==> src/hdl/sevseg_pkg.sv <==
// ----------------------------------------------------------------------------
// sevseg_pkg
// Types, constants and code tables for the four-digit seven-segment encoder.
// ----------------------------------------------------------------------------
package sevseg_pkg;

   localparam int VALUE_W = 14;
   localparam int SEG_W   = 8;
   localparam int SEL_W   = 8;
   localparam int IDX_W   = 2;
   localparam int DIGIT_W = 4;

   localparam logic [VALUE_W-1:0] MAX_SHOWN  = 14'd9999;
   localparam logic [IDX_W-1:0]   IDX_THOU   = 2'd0;
   localparam logic [IDX_W-1:0]   IDX_HUND   = 2'd1;
   localparam logic [IDX_W-1:0]   IDX_TENS   = 2'd2;
   localparam logic [IDX_W-1:0]   IDX_UNITS  = 2'd3;

   typedef struct packed {
      logic               valid;
      logic [VALUE_W-1:0] value;
   } sevseg_push_type;

   typedef struct packed {
      logic full;
      logic empty;
   } sevseg_qstat_type;

   // active-low common-anode patterns, bit0 segment a
   function automatic logic [SEG_W-1:0] seg_code(input logic [DIGIT_W-1:0] d);
      logic [SEG_W-1:0] s;
      case (d)
         4'd0:    s = 8'hC0;
         4'd1:    s = 8'hF9;
         4'd2:    s = 8'hA4;
         4'd3:    s = 8'hB0;
         4'd4:    s = 8'h99;
         4'd5:    s = 8'h92;
         4'd6:    s = 8'h82;
         4'd7:    s = 8'hF8;
         4'd8:    s = 8'h80;
         4'd9:    s = 8'h90;
         default: s = 8'h90;
      endcase
      return s;
   endfunction

   function automatic logic [SEL_W-1:0] sel_code(input logic [IDX_W-1:0] idx);
      logic [SEL_W-1:0] s;
      case (idx)
         IDX_THOU:  s = 8'hF1;
         IDX_HUND:  s = 8'hF2;
         IDX_TENS:  s = 8'hF4;
         IDX_UNITS: s = 8'hF8;
         default:   s = 8'hF8;
      endcase
      return s;
   endfunction

   function automatic logic [VALUE_W-1:0] place_weight(input logic [IDX_W-1:0] idx);
      logic [VALUE_W-1:0] w;
      case (idx)
         IDX_THOU:  w = 14'd1000;
         IDX_HUND:  w = 14'd100;
         IDX_TENS:  w = 14'd10;
         IDX_UNITS: w = 14'd1;
         default:   w = 14'd1;
      endcase
      return w;
   endfunction

endpackage

==> src/hdl/sevseg_if.sv <==
// ----------------------------------------------------------------------------
// sevseg_if
// Valid/ready channels: binary value in, one digit result out.
// ----------------------------------------------------------------------------
interface sevseg_req_if;
   logic                            valid;
   logic                            ready;
   logic [sevseg_pkg::VALUE_W-1:0]  value;

   modport source (output valid, output value, input ready);
   modport sink   (input valid, input value, output ready);
endinterface

interface sevseg_rsp_if;
   logic                          valid;
   logic                          ready;
   logic [sevseg_pkg::SEG_W-1:0]  segment_pattern;
   logic [sevseg_pkg::SEL_W-1:0]  digit_select;
   logic [sevseg_pkg::IDX_W-1:0]  digit_index;
   logic                          last_digit;

   modport source (output valid, output segment_pattern, output digit_select,
                   output digit_index, output last_digit, input ready);
   modport sink   (input valid, input segment_pattern, input digit_select,
                   input digit_index, input last_digit, output ready);
endinterface

==> src/hdl/sevseg_queue.sv <==
// ----------------------------------------------------------------------------
// sevseg_queue
// Two-entry queue of saturated values between front and back.
// ----------------------------------------------------------------------------
module sevseg_queue (
   input  logic                           clock,
   input  logic                           reset,
   input  sevseg_pkg::sevseg_push_type    push,
   input  logic                           pop,
   output sevseg_pkg::sevseg_qstat_type   qstat,
   output logic [sevseg_pkg::VALUE_W-1:0] head_value
);
   import sevseg_pkg::*;

   logic [VALUE_W-1:0] mem_ff [2];
   logic               wr_ptr_ff, wr_ptr_in;
   logic               rd_ptr_ff, rd_ptr_in;
   logic [1:0]         count_ff, count_in;

   always_comb begin
      wr_ptr_in = wr_ptr_ff ^ push.valid;
      rd_ptr_in = rd_ptr_ff ^ pop;
      count_in  = count_ff + {1'b0, push.valid} - {1'b0, pop};
   end

   always_ff @(posedge clock) begin
      if (reset) begin
         wr_ptr_ff <= 1'b0;
         rd_ptr_ff <= 1'b0;
         count_ff  <= 2'd0;
      end else begin
         wr_ptr_ff <= wr_ptr_in;
         rd_ptr_ff <= rd_ptr_in;
         count_ff  <= count_in;
      end
   end

   always_ff @(posedge clock) begin
      if (push.valid) begin
         mem_ff[wr_ptr_ff] <= push.value;
      end
   end

   assign head_value  = mem_ff[rd_ptr_ff];
   assign qstat.full  = (count_ff == 2'd2);
   assign qstat.empty = (count_ff == 2'd0);

endmodule

==> src/hdl/sevseg_front.sv <==
// ----------------------------------------------------------------------------
// sevseg_front
// Accepts values and clamps anything above 9999 before queueing.
// ----------------------------------------------------------------------------
module sevseg_front (
   sevseg_req_if.sink                    req_ch,
   input  sevseg_pkg::sevseg_qstat_type  qstat,
   output sevseg_pkg::sevseg_push_type   push
);
   import sevseg_pkg::*;

   logic over_range;

   assign req_ch.ready = ~qstat.full;
   assign over_range   = (req_ch.value > MAX_SHOWN);

   always_comb begin
      push.valid = req_ch.valid & ~qstat.full;
      push.value = over_range ? MAX_SHOWN : req_ch.value;
   end

endmodule

==> src/hdl/sevseg_back.sv <==
// ----------------------------------------------------------------------------
// sevseg_back
// Splits queued values into digits, one per unstalled cycle, to an output reg.
// ----------------------------------------------------------------------------
module sevseg_back (
   input  logic                           clock,
   input  logic                           reset,
   input  sevseg_pkg::sevseg_qstat_type   qstat,
   input  logic [sevseg_pkg::VALUE_W-1:0] head_value,
   output logic                           pop,
   sevseg_rsp_if.source                   rsp_ch
);
   import sevseg_pkg::*;

   logic [IDX_W-1:0]   idx_ff, idx_in;
   logic [VALUE_W-1:0] rem_ff, rem_in;
   logic               valid_ff, valid_in;
   logic [SEG_W-1:0]   seg_ff;
   logic [SEL_W-1:0]   sel_ff;
   logic [IDX_W-1:0]   oidx_ff;
   logic               last_ff;

   logic               active;
   logic               advance;
   logic               step;
   logic [VALUE_W-1:0] cur;
   logic [VALUE_W-1:0] weight;
   logic [DIGIT_W-1:0] digit;

   assign active  = (idx_ff != IDX_THOU) | ~qstat.empty;
   assign advance = ~valid_ff | rsp_ch.ready;
   assign step    = active & advance;
   assign pop     = step & (idx_ff == IDX_THOU);

   // thousands digit is taken straight from the queue head
   assign cur    = (idx_ff == IDX_THOU) ? head_value : rem_ff;
   assign weight = place_weight(idx_ff);

   // cur is below ten times the weight, so the digit is a count of thresholds
   always_comb begin
      digit = '0;
      for (int k = 1; k <= 9; k++) begin
         if (cur >= VALUE_W'(k) * weight) begin
            digit = DIGIT_W'(k);
         end
      end
   end

   always_comb begin
      rem_in   = cur - VALUE_W'(digit) * weight;
      idx_in   = step ? idx_ff + 2'd1 : idx_ff;
      valid_in = advance ? active : valid_ff;
   end

   always_ff @(posedge clock) begin
      if (reset) begin
         idx_ff   <= IDX_THOU;
         valid_ff <= 1'b0;
      end else begin
         idx_ff   <= idx_in;
         valid_ff <= valid_in;
      end
   end

   always_ff @(posedge clock) begin
      if (step) begin
         rem_ff  <= rem_in;
         seg_ff  <= seg_code(digit);
         sel_ff  <= sel_code(idx_ff);
         oidx_ff <= idx_ff;
         last_ff <= (idx_ff == IDX_UNITS);
      end
   end

   assign rsp_ch.valid           = valid_ff;
   assign rsp_ch.segment_pattern = seg_ff;
   assign rsp_ch.digit_select    = sel_ff;
   assign rsp_ch.digit_index     = oidx_ff;
   assign rsp_ch.last_digit      = last_ff;

endmodule

==> src/hdl/four_digit_seven_segment_encoder.sv <==
// ----------------------------------------------------------------------------
// four_digit_seven_segment_encoder
// Binary value to four active-low seven-segment digit results, thousands first.
// ----------------------------------------------------------------------------
//  channel  | dir | payload                                       | per value
//  req_ch   | in  | value[13:0]                                   | 1
//  rsp_ch   | out | segment_pattern, digit_select, digit_index,   | 4
//           |     | last_digit                                    |
//
//  One digit result per cycle while results are not stalled; the digit
//  splitter starts the next queued value right after the units digit.
//  Each value is registered in the queue, then in the output register.
//  A two-entry queue lets the input keep taking values while results stall.
//  Synchronous reset empties the queue and the output register.
// ----------------------------------------------------------------------------
module four_digit_seven_segment_encoder (
   input  logic          clock,
   input  logic          reset,
   sevseg_req_if.sink    req_ch,
   sevseg_rsp_if.source  rsp_ch
);
   import sevseg_pkg::*;

   sevseg_push_type    push;
   sevseg_qstat_type   qstat;
   logic               pop;
   logic [VALUE_W-1:0] head_value;

   sevseg_front u_front (
      .req_ch (req_ch),
      .qstat  (qstat),
      .push   (push)
   );

   sevseg_queue u_queue (
      .clock      (clock),
      .reset      (reset),
      .push       (push),
      .pop        (pop),
      .qstat      (qstat),
      .head_value (head_value)
   );

   sevseg_back u_back (
      .clock      (clock),
      .reset      (reset),
      .qstat      (qstat),
      .head_value (head_value),
      .pop        (pop),
      .rsp_ch     (rsp_ch)
   );

endmodule

==> src/flat_wrapper.sv <==
// flat-port wrapper written by rule: the top's interface ports become plain ports
module four_digit_seven_segment_encoder_flat import sevseg_pkg::*;
  (clock, reset, req_ch_valid, req_ch_value, req_ch_ready, rsp_ch_valid, rsp_ch_segment_pattern, rsp_ch_digit_select, rsp_ch_digit_index, rsp_ch_last_digit, rsp_ch_ready);
  sevseg_req_if req_ch_i ();
  sevseg_rsp_if rsp_ch_i ();
  input  logic clock;
  input  logic reset;
  input wire logic [$bits(req_ch_i.valid)-1:0] req_ch_valid;
  input wire logic [$bits(req_ch_i.value)-1:0] req_ch_value;
  output wire logic [$bits(req_ch_i.ready)-1:0] req_ch_ready;
  output wire logic [$bits(rsp_ch_i.valid)-1:0] rsp_ch_valid;
  output wire logic [$bits(rsp_ch_i.segment_pattern)-1:0] rsp_ch_segment_pattern;
  output wire logic [$bits(rsp_ch_i.digit_select)-1:0] rsp_ch_digit_select;
  output wire logic [$bits(rsp_ch_i.digit_index)-1:0] rsp_ch_digit_index;
  output wire logic [$bits(rsp_ch_i.last_digit)-1:0] rsp_ch_last_digit;
  input wire logic [$bits(rsp_ch_i.ready)-1:0] rsp_ch_ready;
  assign req_ch_i.valid = req_ch_valid;
  assign req_ch_i.value = req_ch_value;
  assign req_ch_ready = req_ch_i.ready;
  assign rsp_ch_valid = rsp_ch_i.valid;
  assign rsp_ch_segment_pattern = rsp_ch_i.segment_pattern;
  assign rsp_ch_digit_select = rsp_ch_i.digit_select;
  assign rsp_ch_digit_index = rsp_ch_i.digit_index;
  assign rsp_ch_last_digit = rsp_ch_i.last_digit;
  assign rsp_ch_i.ready = rsp_ch_ready;
  four_digit_seven_segment_encoder u_core (.clock(clock), .reset(reset), .req_ch(req_ch_i), .rsp_ch(rsp_ch_i));
endmodule
==> config.mk <==
export PLATFORM = sky130hd
export DESIGN_NAME = four_digit_seven_segment_encoder_flat
export DESIGN_NICKNAME = d
export VERILOG_FILES = /design/src/hdl/sevseg_pkg.sv /design/src/hdl/sevseg_if.sv /design/src/hdl/sevseg_queue.sv /design/src/hdl/sevseg_front.sv /design/src/hdl/sevseg_back.sv /design/src/hdl/four_digit_seven_segment_encoder.sv /design/src/flat_wrapper.sv
export SDC_FILE = /design/constraint.sdc
export NUM_CORES = 1
export LEC_CHECK = 0
export BUFFER_PORTS_ARGS = -buffer_cell sky130_fd_sc_hd__buf_2
export CORE_MARGIN = 4
export CORE_UTILIZATION = 45
export CTS_CLUSTER_DIAMETER = 40
export DETAILED_ROUTE_END_ITERATION = 16
export PLACE_DENSITY = 0.73
export SYNTH_ARGS = -nofsm -noshare
export SYNTH_HDL_FRONTEND = slang
export SYNTH_SLANG_ARGS = --single-unit
==> constraint.sdc <==
create_clock -name clock -period 15.28 [get_ports clock]
set_input_delay 2.292 -clock clock [delete_from_list [all_inputs] [get_ports clock]]
set_output_delay 2.292 -clock clock [all_outputs]
set_load 0.01 [all_outputs]
==> impl_metrics.env, run 1 <==
export IMPL_design_core_area_um2=13900
export IMPL_dr_first_iter_drc_count=403
export IMPL_gp_congestion=0.965
export IMPL_antenna_cells=0
export IMPL_post_synth_and_or_nand_nor_area_fraction_pct=13.2
export IMPL_overflow=0
export IMPL_floorplan_die_width_um=127
export IMPL_wirelength_met1_mm=6.84
export IMPL_largest_net_degree_at_the_start_of_global_routing=48
export IMPL_final_setup_skew_ns=0.00676
export IMPL_clkLatencyLatePin_ns=0.33
export IMPL_synth_distinct_cells=74
export IMPL_fraction_of_synthesized_cell_area_taken_by_the_top_area_cell_type_pct=26.3
export IMPL_dp_hpwl_mm=12.3
export IMPL_critPathMaxStageDelay_ns=0.70
export IMPL_outcome="finished, final reports clean"
export IMPL_synth_edf_count=56
export IMPL_ys_async_rst_share_pct=0
export IMPL_dieArea_um2=16200
export IMPL_syn_area_per_cell_um2=9.76
export IMPL_netlist_top_cells_area="edfxtp_1 26%, ha_1 20%, fa_1 7.8%"
export IMPL_clkTransAtPathRegs_ns=0.05
export IMPL_hold_fails_final_rpt=0
export IMPL_tritoncts="done"
export IMPL_timing_max_transition_violations_final=0
export IMPL_detail_route_wirelength_mm=15.8
export IMPL_synth_sequential_area_ratio_pct=28.5
export IMPL_synth_fa_ha_area_share_pct=27.9
export IMPL_synth_top_family_by_area="adder cells"
export IMPL_port_buffers=33
export IMPL_first_global_vias=5110
export IMPL_fin_tns_setup_ns=0
export IMPL_numCtsBuffers=9
export IMPL_synth_top_area_cell="edfxtp_1"
export IMPL_fmax_mhz=118
export IMPL_layout_cells_most_common_list="103 x ha_1, 85 x inv_1, 56 x edfxtp_1, 44 x nor2_1, 33 x buf_2"
export IMPL_muxShareOfSynthArea_pct=3.67
export IMPL_cpMaxStageDelayCell="inv_1"
export IMPL_route_met2_wl_mm=7.91
export IMPL_finish_net_count=830
export IMPL_classification_of_the_worst_setup_path="reg -> reg"
export IMPL_h_tree_depth=3
export IMPL_layout_cells_sized_above_1_pct=10.7
export IMPL_tritoncts_num_sinks=63
export IMPL_cts_repair_timing_setup_buffer_count=0
export IMPL_uppermost_routed_layer="met4"
export IMPL_ant_nets=0
export IMPL_critPathRequiredTime_ns=15.36
export IMPL_period_minus_slack_ns=8.45
export IMPL_die_h_um=127
export IMPL_post_cts_resize_count=0
export IMPL_synth_compound_gate_area_share_pct=15.4
export IMPL_synthesis_area_um2=6400
export IMPL_maxCapViolations=0
export IMPL_cts_root_buf="clkbuf_16"
export IMPL_grt_total_usage_pct=20.2
export IMPL_most_common_library_cell_in_the_layout_ignoring_fill_and_taps="ha_1"
export IMPL_pin_count=39
export IMPL_dr_wl_met3_um=760
export IMPL_routed_wire_length_per_instance_um=18.2
export IMPL_first_pass_iters=5
export IMPL_initial_utilization_pct=45.9
export IMPL_syn_inst=656
export IMPL_detail_route_vias_per_cell=5.67
export IMPL_period_share_pct=55.3
export IMPL_crit_fanout=47
export IMPL_grt_antenna_before_repair=0
export IMPL_setup_violations_final=0
export IMPL_placementRows=43
export IMPL_main_flop_type_after_synthesis="edfxtp_1"
export IMPL_unrepaired_setup_endpoints_after_global_routing="no"
export IMPL_crit_path_start_kind="register"
export IMPL_remaining_drc_errors=0
export IMPL_cts_path_max_buffers=2
export IMPL_crit_arrival_ns=8.53
export IMPL_yosysWarnings=0
export IMPL_synth_xor_xnor_area_share_pct=3.56
export IMPL_grt_first_pass_wirelength_mm=26.1
export IMPL_p_r_area_growth_vs_syn_pct=8.97
export IMPL_min_delay_path_class="reg -> reg"
export IMPL_cts_hold_buffers_added=0
export IMPL_slew_headroom_pct=15.9
export IMPL_dr_total_vias=4925
export IMPL_worstMarginPinSlew_ns=1.25
export IMPL_synth_ff_latch_count=63
export IMPL_timing_critical_path_to_type="register"
[critical path, delay by kind of cell, from the launching register on]
family                     cells  cell delay, ns
DFF                            1            0.46
and+or+nand+nor                3            0.91
AOI/OAI and AO/OA             10            2.35
xor gates and xnor gates       2            0.23
adders and majority gates      7            2.67
buffers and inverters          5            1.27
muxes                          1            0.28
[per-layer routing]
| layer | GRT usage, % | vias to the layer above |
|---|---|---|
| li1 | - | 2363 |
| met1 | 26.3 | 2346 |
| met2 | 34.9 | 185 |
| met3 | 3.09 | 31 |
| met4 | 5.68 | 0 |
| met5 | 0 | - |
[registers in the layout, indices dropped and copies added (netlist names)]
| register | cells |
|---|---|
| u_core.u_back.rsp_ch.segment_pattern | 7 |
| u_core.u_queue.count_ff | 2 |
| u_core.u_back.rsp_ch.digit_select | 4 |
| u_core.u_queue.rd_ptr_ff | 1 |
| u_core.u_back.idx_ff | 2 |
| u_core.u_queue.wr_ptr_ff | 1 |
| u_core.u_queue.mem_ff | 28 |
| u_core.u_back.rsp_ch.digit_index | 2 |
| u_core.u_back.rsp_ch.valid | 1 |
| u_core.u_back.rem_ff | 14 |
| u_core.u_back.rsp_ch.last_digit | 1 |
[cell families after synthesis]
logic type                 Yosys count
and+or+nand+nor                    164
xor gates and xnor gates            26
muxes                               23
other                                1
buffers and inverters              111
DFF                                 63
AOI/OAI and AO/OA                  140
adders and majority gates          128
[path summary, 6_finish.rpt]
check	from	endpoint	slack, ns	cells past startpoint
max	u_core.u_back.idx_ff[0]	u_core.u_back.rem_ff[12]	6.83	28
min	u_core.u_back.rsp_ch.valid	u_core.u_back.rsp_ch.valid	0.51	2
min reg2reg	u_core.u_back.rsp_ch.valid	u_core.u_back.rsp_ch.valid	0.51	2
max reg2reg	u_core.u_back.idx_ff[0]	u_core.u_back.rem_ff[12]	6.83	28
[area by class of cell]
class / instances / area (um^2)
Clock inverter: 6 / 61.3
Clock buffer: 10 / 229
Multi-Input combinational cell: 486 / 4120
Tap cell: 180 / 225
Inverter: 87 / 329
Timing Repair Buffer: 37 / 195
Fill cell: 1228 / 6960
Sequential cell: 63 / 1820
[per-stage QoR]
stage                     hold slack, ns  instance area [um^2]  worst slack, ns  instances  utilization [%]
after global placement             0.491                  6690             7.18        853             48.0
after global routing               0.546                  6980             6.40        869             50.1
final                              0.507                  6980             6.83        869             50.1
after floorplan                    0.482                  6420             8.19        660                -
after detailed placement           0.500                  6690             6.88        853             48.0
after CTS                          0.514                  6980             6.87        869             50.1
[cell usage after synthesis (5+ instances only)]
master and n:
ha_1 103, inv_1 85, edfxtp_1 56, nor2_1 44, nand2_1 31, a21oi_1 30
fa_1 25, o21ai_0 25, mux2i_1 22, a21o_1 21, xnor2_1 20, and2_1 16
nor3_1 15, nand2b_1 14, nand3_1 11, buf_4 8, clkbuf_1 8, dfxtp_1 7
a211oi_1 6, and3_1 6, nor2b_1 6, o211ai_1 6, xor2_1 6, a211o_1 5
Power of run 1 is not shown: default switching activity piles up to over one toggle a cycle in this logic, so the estimate is an artifact.
==> run 2: changes to the inputs <==
==> constraint.sdc (replaced) <==
create_clock -name clock -period 8.7 [get_ports clock]
set_input_delay 1.305 -clock clock [delete_from_list [all_inputs] [get_ports clock]]
set_output_delay 1.305 -clock clock [all_outputs]
set_load 0.01 [all_outputs]
==> run 2 against run 1 <==
  * Global-route usage is 0.93 points lower
  * Count of clock-buffer cells in the layout decreased by 1
  * Setup slack lost 6.1 ns
==> impl_metrics.env, run 2 (synthesis results as in run 1) <==
export IMPL_outcome="finished, final reports clean"
export IMPL_unrepaired_setup_endpoints_after_global_routing="no"
export IMPL_tritoncts_num_sinks=63
export IMPL_first_global_vias=4940
export IMPL_maxCapViolations=0
export IMPL_cpMaxStageDelayCell="inv_1"
export IMPL_layout_cells_sized_above_1_pct=11.0
export IMPL_critPathMaxStageDelay_ns=0.69
export IMPL_period_share_pct=91.9
export IMPL_placementRows=43
export IMPL_detail_route_wirelength_mm=15.4
export IMPL_floorplan_die_width_um=127
export IMPL_fin_hold_ws_ns=0.517
export IMPL_dp_hpwl_mm=12.1
export IMPL_routed_wire_length_per_instance_um=17.7
export IMPL_tritoncts="done"
export IMPL_nFillCells=1233
export IMPL_grt_antenna_before_repair=0
export IMPL_largest_net_degree_at_the_start_of_global_routing=47
export IMPL_final_setup_skew_ns=0.00731
export IMPL_final_critical_path_setup_slack_ns=0.707
export IMPL_timing_max_transition_violations_final=0
export IMPL_pin_count=39
export IMPL_place_worst_setup_slack_ns=0.846
export IMPL_classification_of_the_worst_setup_path="reg -> reg"
export IMPL_largest_reg_flops=28
export IMPL_clkTransAtPathRegs_ns=0.06
export IMPL_r2r_cells=27
export IMPL_most_common_library_cell_in_the_layout_ignoring_fill_and_taps="ha_1"
export IMPL_critPathRequiredTime_ns=8.78
export IMPL_ff2ff_setup_slack_ns=0.71
export IMPL_dieArea_um2=16200
export IMPL_layout_cells_most_common_list="103 x ha_1, 85 x inv_1, 56 x edfxtp_1, 44 x nor2_1, 33 x buf_2"
export IMPL_path_delay_family="adder cells"
export IMPL_fmax_mhz=125
export IMPL_post_layout_nonfiller_instances=870
export IMPL_cp_num_cells=27
export IMPL_gp_congestion=1.02
export IMPL_p_r_area_growth_vs_syn_pct=9.07
export IMPL_cts_path_max_buffers=2
export IMPL_worstHoldPathCells=2
export IMPL_uppermost_routed_layer="met4"
export IMPL_hold_fails_final_rpt=0
export IMPL_crit_path_start_kind="register"
export IMPL_wirelength_met1_mm=6.85
export IMPL_period_minus_slack_ns=7.99
export IMPL_cts_hold_buffers_added=0
export IMPL_fin_tns_setup_ns=0
export IMPL_min_delay_path_class="reg -> reg"
export IMPL_route_met2_wl_mm=7.52
export IMPL_numCtsBuffers=9
export IMPL_overflow=0
export IMPL_port_buffers=33
export IMPL_remaining_drc_errors=0
export IMPL_setup_violations_final=0
export IMPL_crit_fanout=20
export IMPL_post_cts_resize_count=0
export IMPL_detail_route_vias_per_cell=5.61
export IMPL_timing_critical_path_to_type="register"
export IMPL_dr_wl_met3_um=821
export IMPL_initial_utilization_pct=45.9
export IMPL_clkLatencyLatePin_ns=0.33
export IMPL_worstMarginPinSlew_ns=1.24
export IMPL_dpl_cell_count=854
export IMPL_finish_net_count=831
export IMPL_die_h_um=127
export IMPL_design_core_area_um2=13900
export IMPL_slew_headroom_pct=17.4
export IMPL_antenna_cells=0
export IMPL_h_tree_depth=3
export IMPL_cts_root_buf="clkbuf_16"
export IMPL_grt_first_pass_wirelength_mm=25.0
export IMPL_registers_top_by_ff_count="u_core.u_queue.mem_ff"
export IMPL_crit_buf_inv=4
export IMPL_first_pass_iters=5
export IMPL_crit_arrival_ns=8.07
export IMPL_dr_total_vias=4881
export IMPL_ant_nets=0
export IMPL_grt_total_usage_pct=19.3
export IMPL_dr_first_iter_drc_count=362
export IMPL_cts_repair_timing_setup_buffer_count=0
## run 2: changes by cell type in the layout (fill, tap and decap cells not counted)
cell / delta
clkinv_2: +2
clkinvlp_4: -1
buf_4: +1
clkbuf_1: -1
## run 2: cell type report
class | count | area (um^2) | area share (%)
Clock buffer | 9 | 225 | 3.23
Clock inverter | 7 | 63.8 | 0.914
Inverter | 87 | 329 | 4.71
Multi-Input combinational cell | 486 | 4120 | 58.9
Sequential cell | 63 | 1820 | 26.1
Tap cell | 180 | 225 | 3.23
Timing Repair Buffer | 38 | 203 | 2.90
## run 2: final timing paths
check | startpoint | endpoint
setup reg to reg | u_core.u_back.idx_ff[0] | u_core.u_back.rem_ff[12]
hold / removal | u_core.u_back.rsp_ch.valid | u_core.u_back.rsp_ch.valid
setup / recovery | u_core.u_back.idx_ff[0] | u_core.u_back.rem_ff[12]
hold reg to reg | u_core.u_back.rsp_ch.valid | u_core.u_back.rsp_ch.valid
## run 2: stage by stage
stage,util (%),area (um^2)
2_1_floorplan,-,6420
3_3_place_gp,48.0,6690
3_5_place_dp,48.0,6690
4_1_cts,50.1,6980
5_1_grt,50.1,6980
6_report,50.1,6980
## run 2: per-layer routing
| layer | vias up | GRT usage (%) |
|---|---|---|
| met5 | - | 0 |
| met4 | 0 | 4.54 |
| met3 | 19 | 3.18 |
| met2 | 145 | 33.0 |
| met1 | 2361 | 25.6 |
| li1 | 2356 | - |
## run 2: worst min-delay path: cells and delay by family, from the launching register on
family / cells / cell delay [ns]
AO/OA/AOI/OAI: 1 / 0.05
flip-flops: 1 / 0.34
AND/OR/NAND/NOR: 1 / 0.07
Power of run 2 is left out for the same reason.
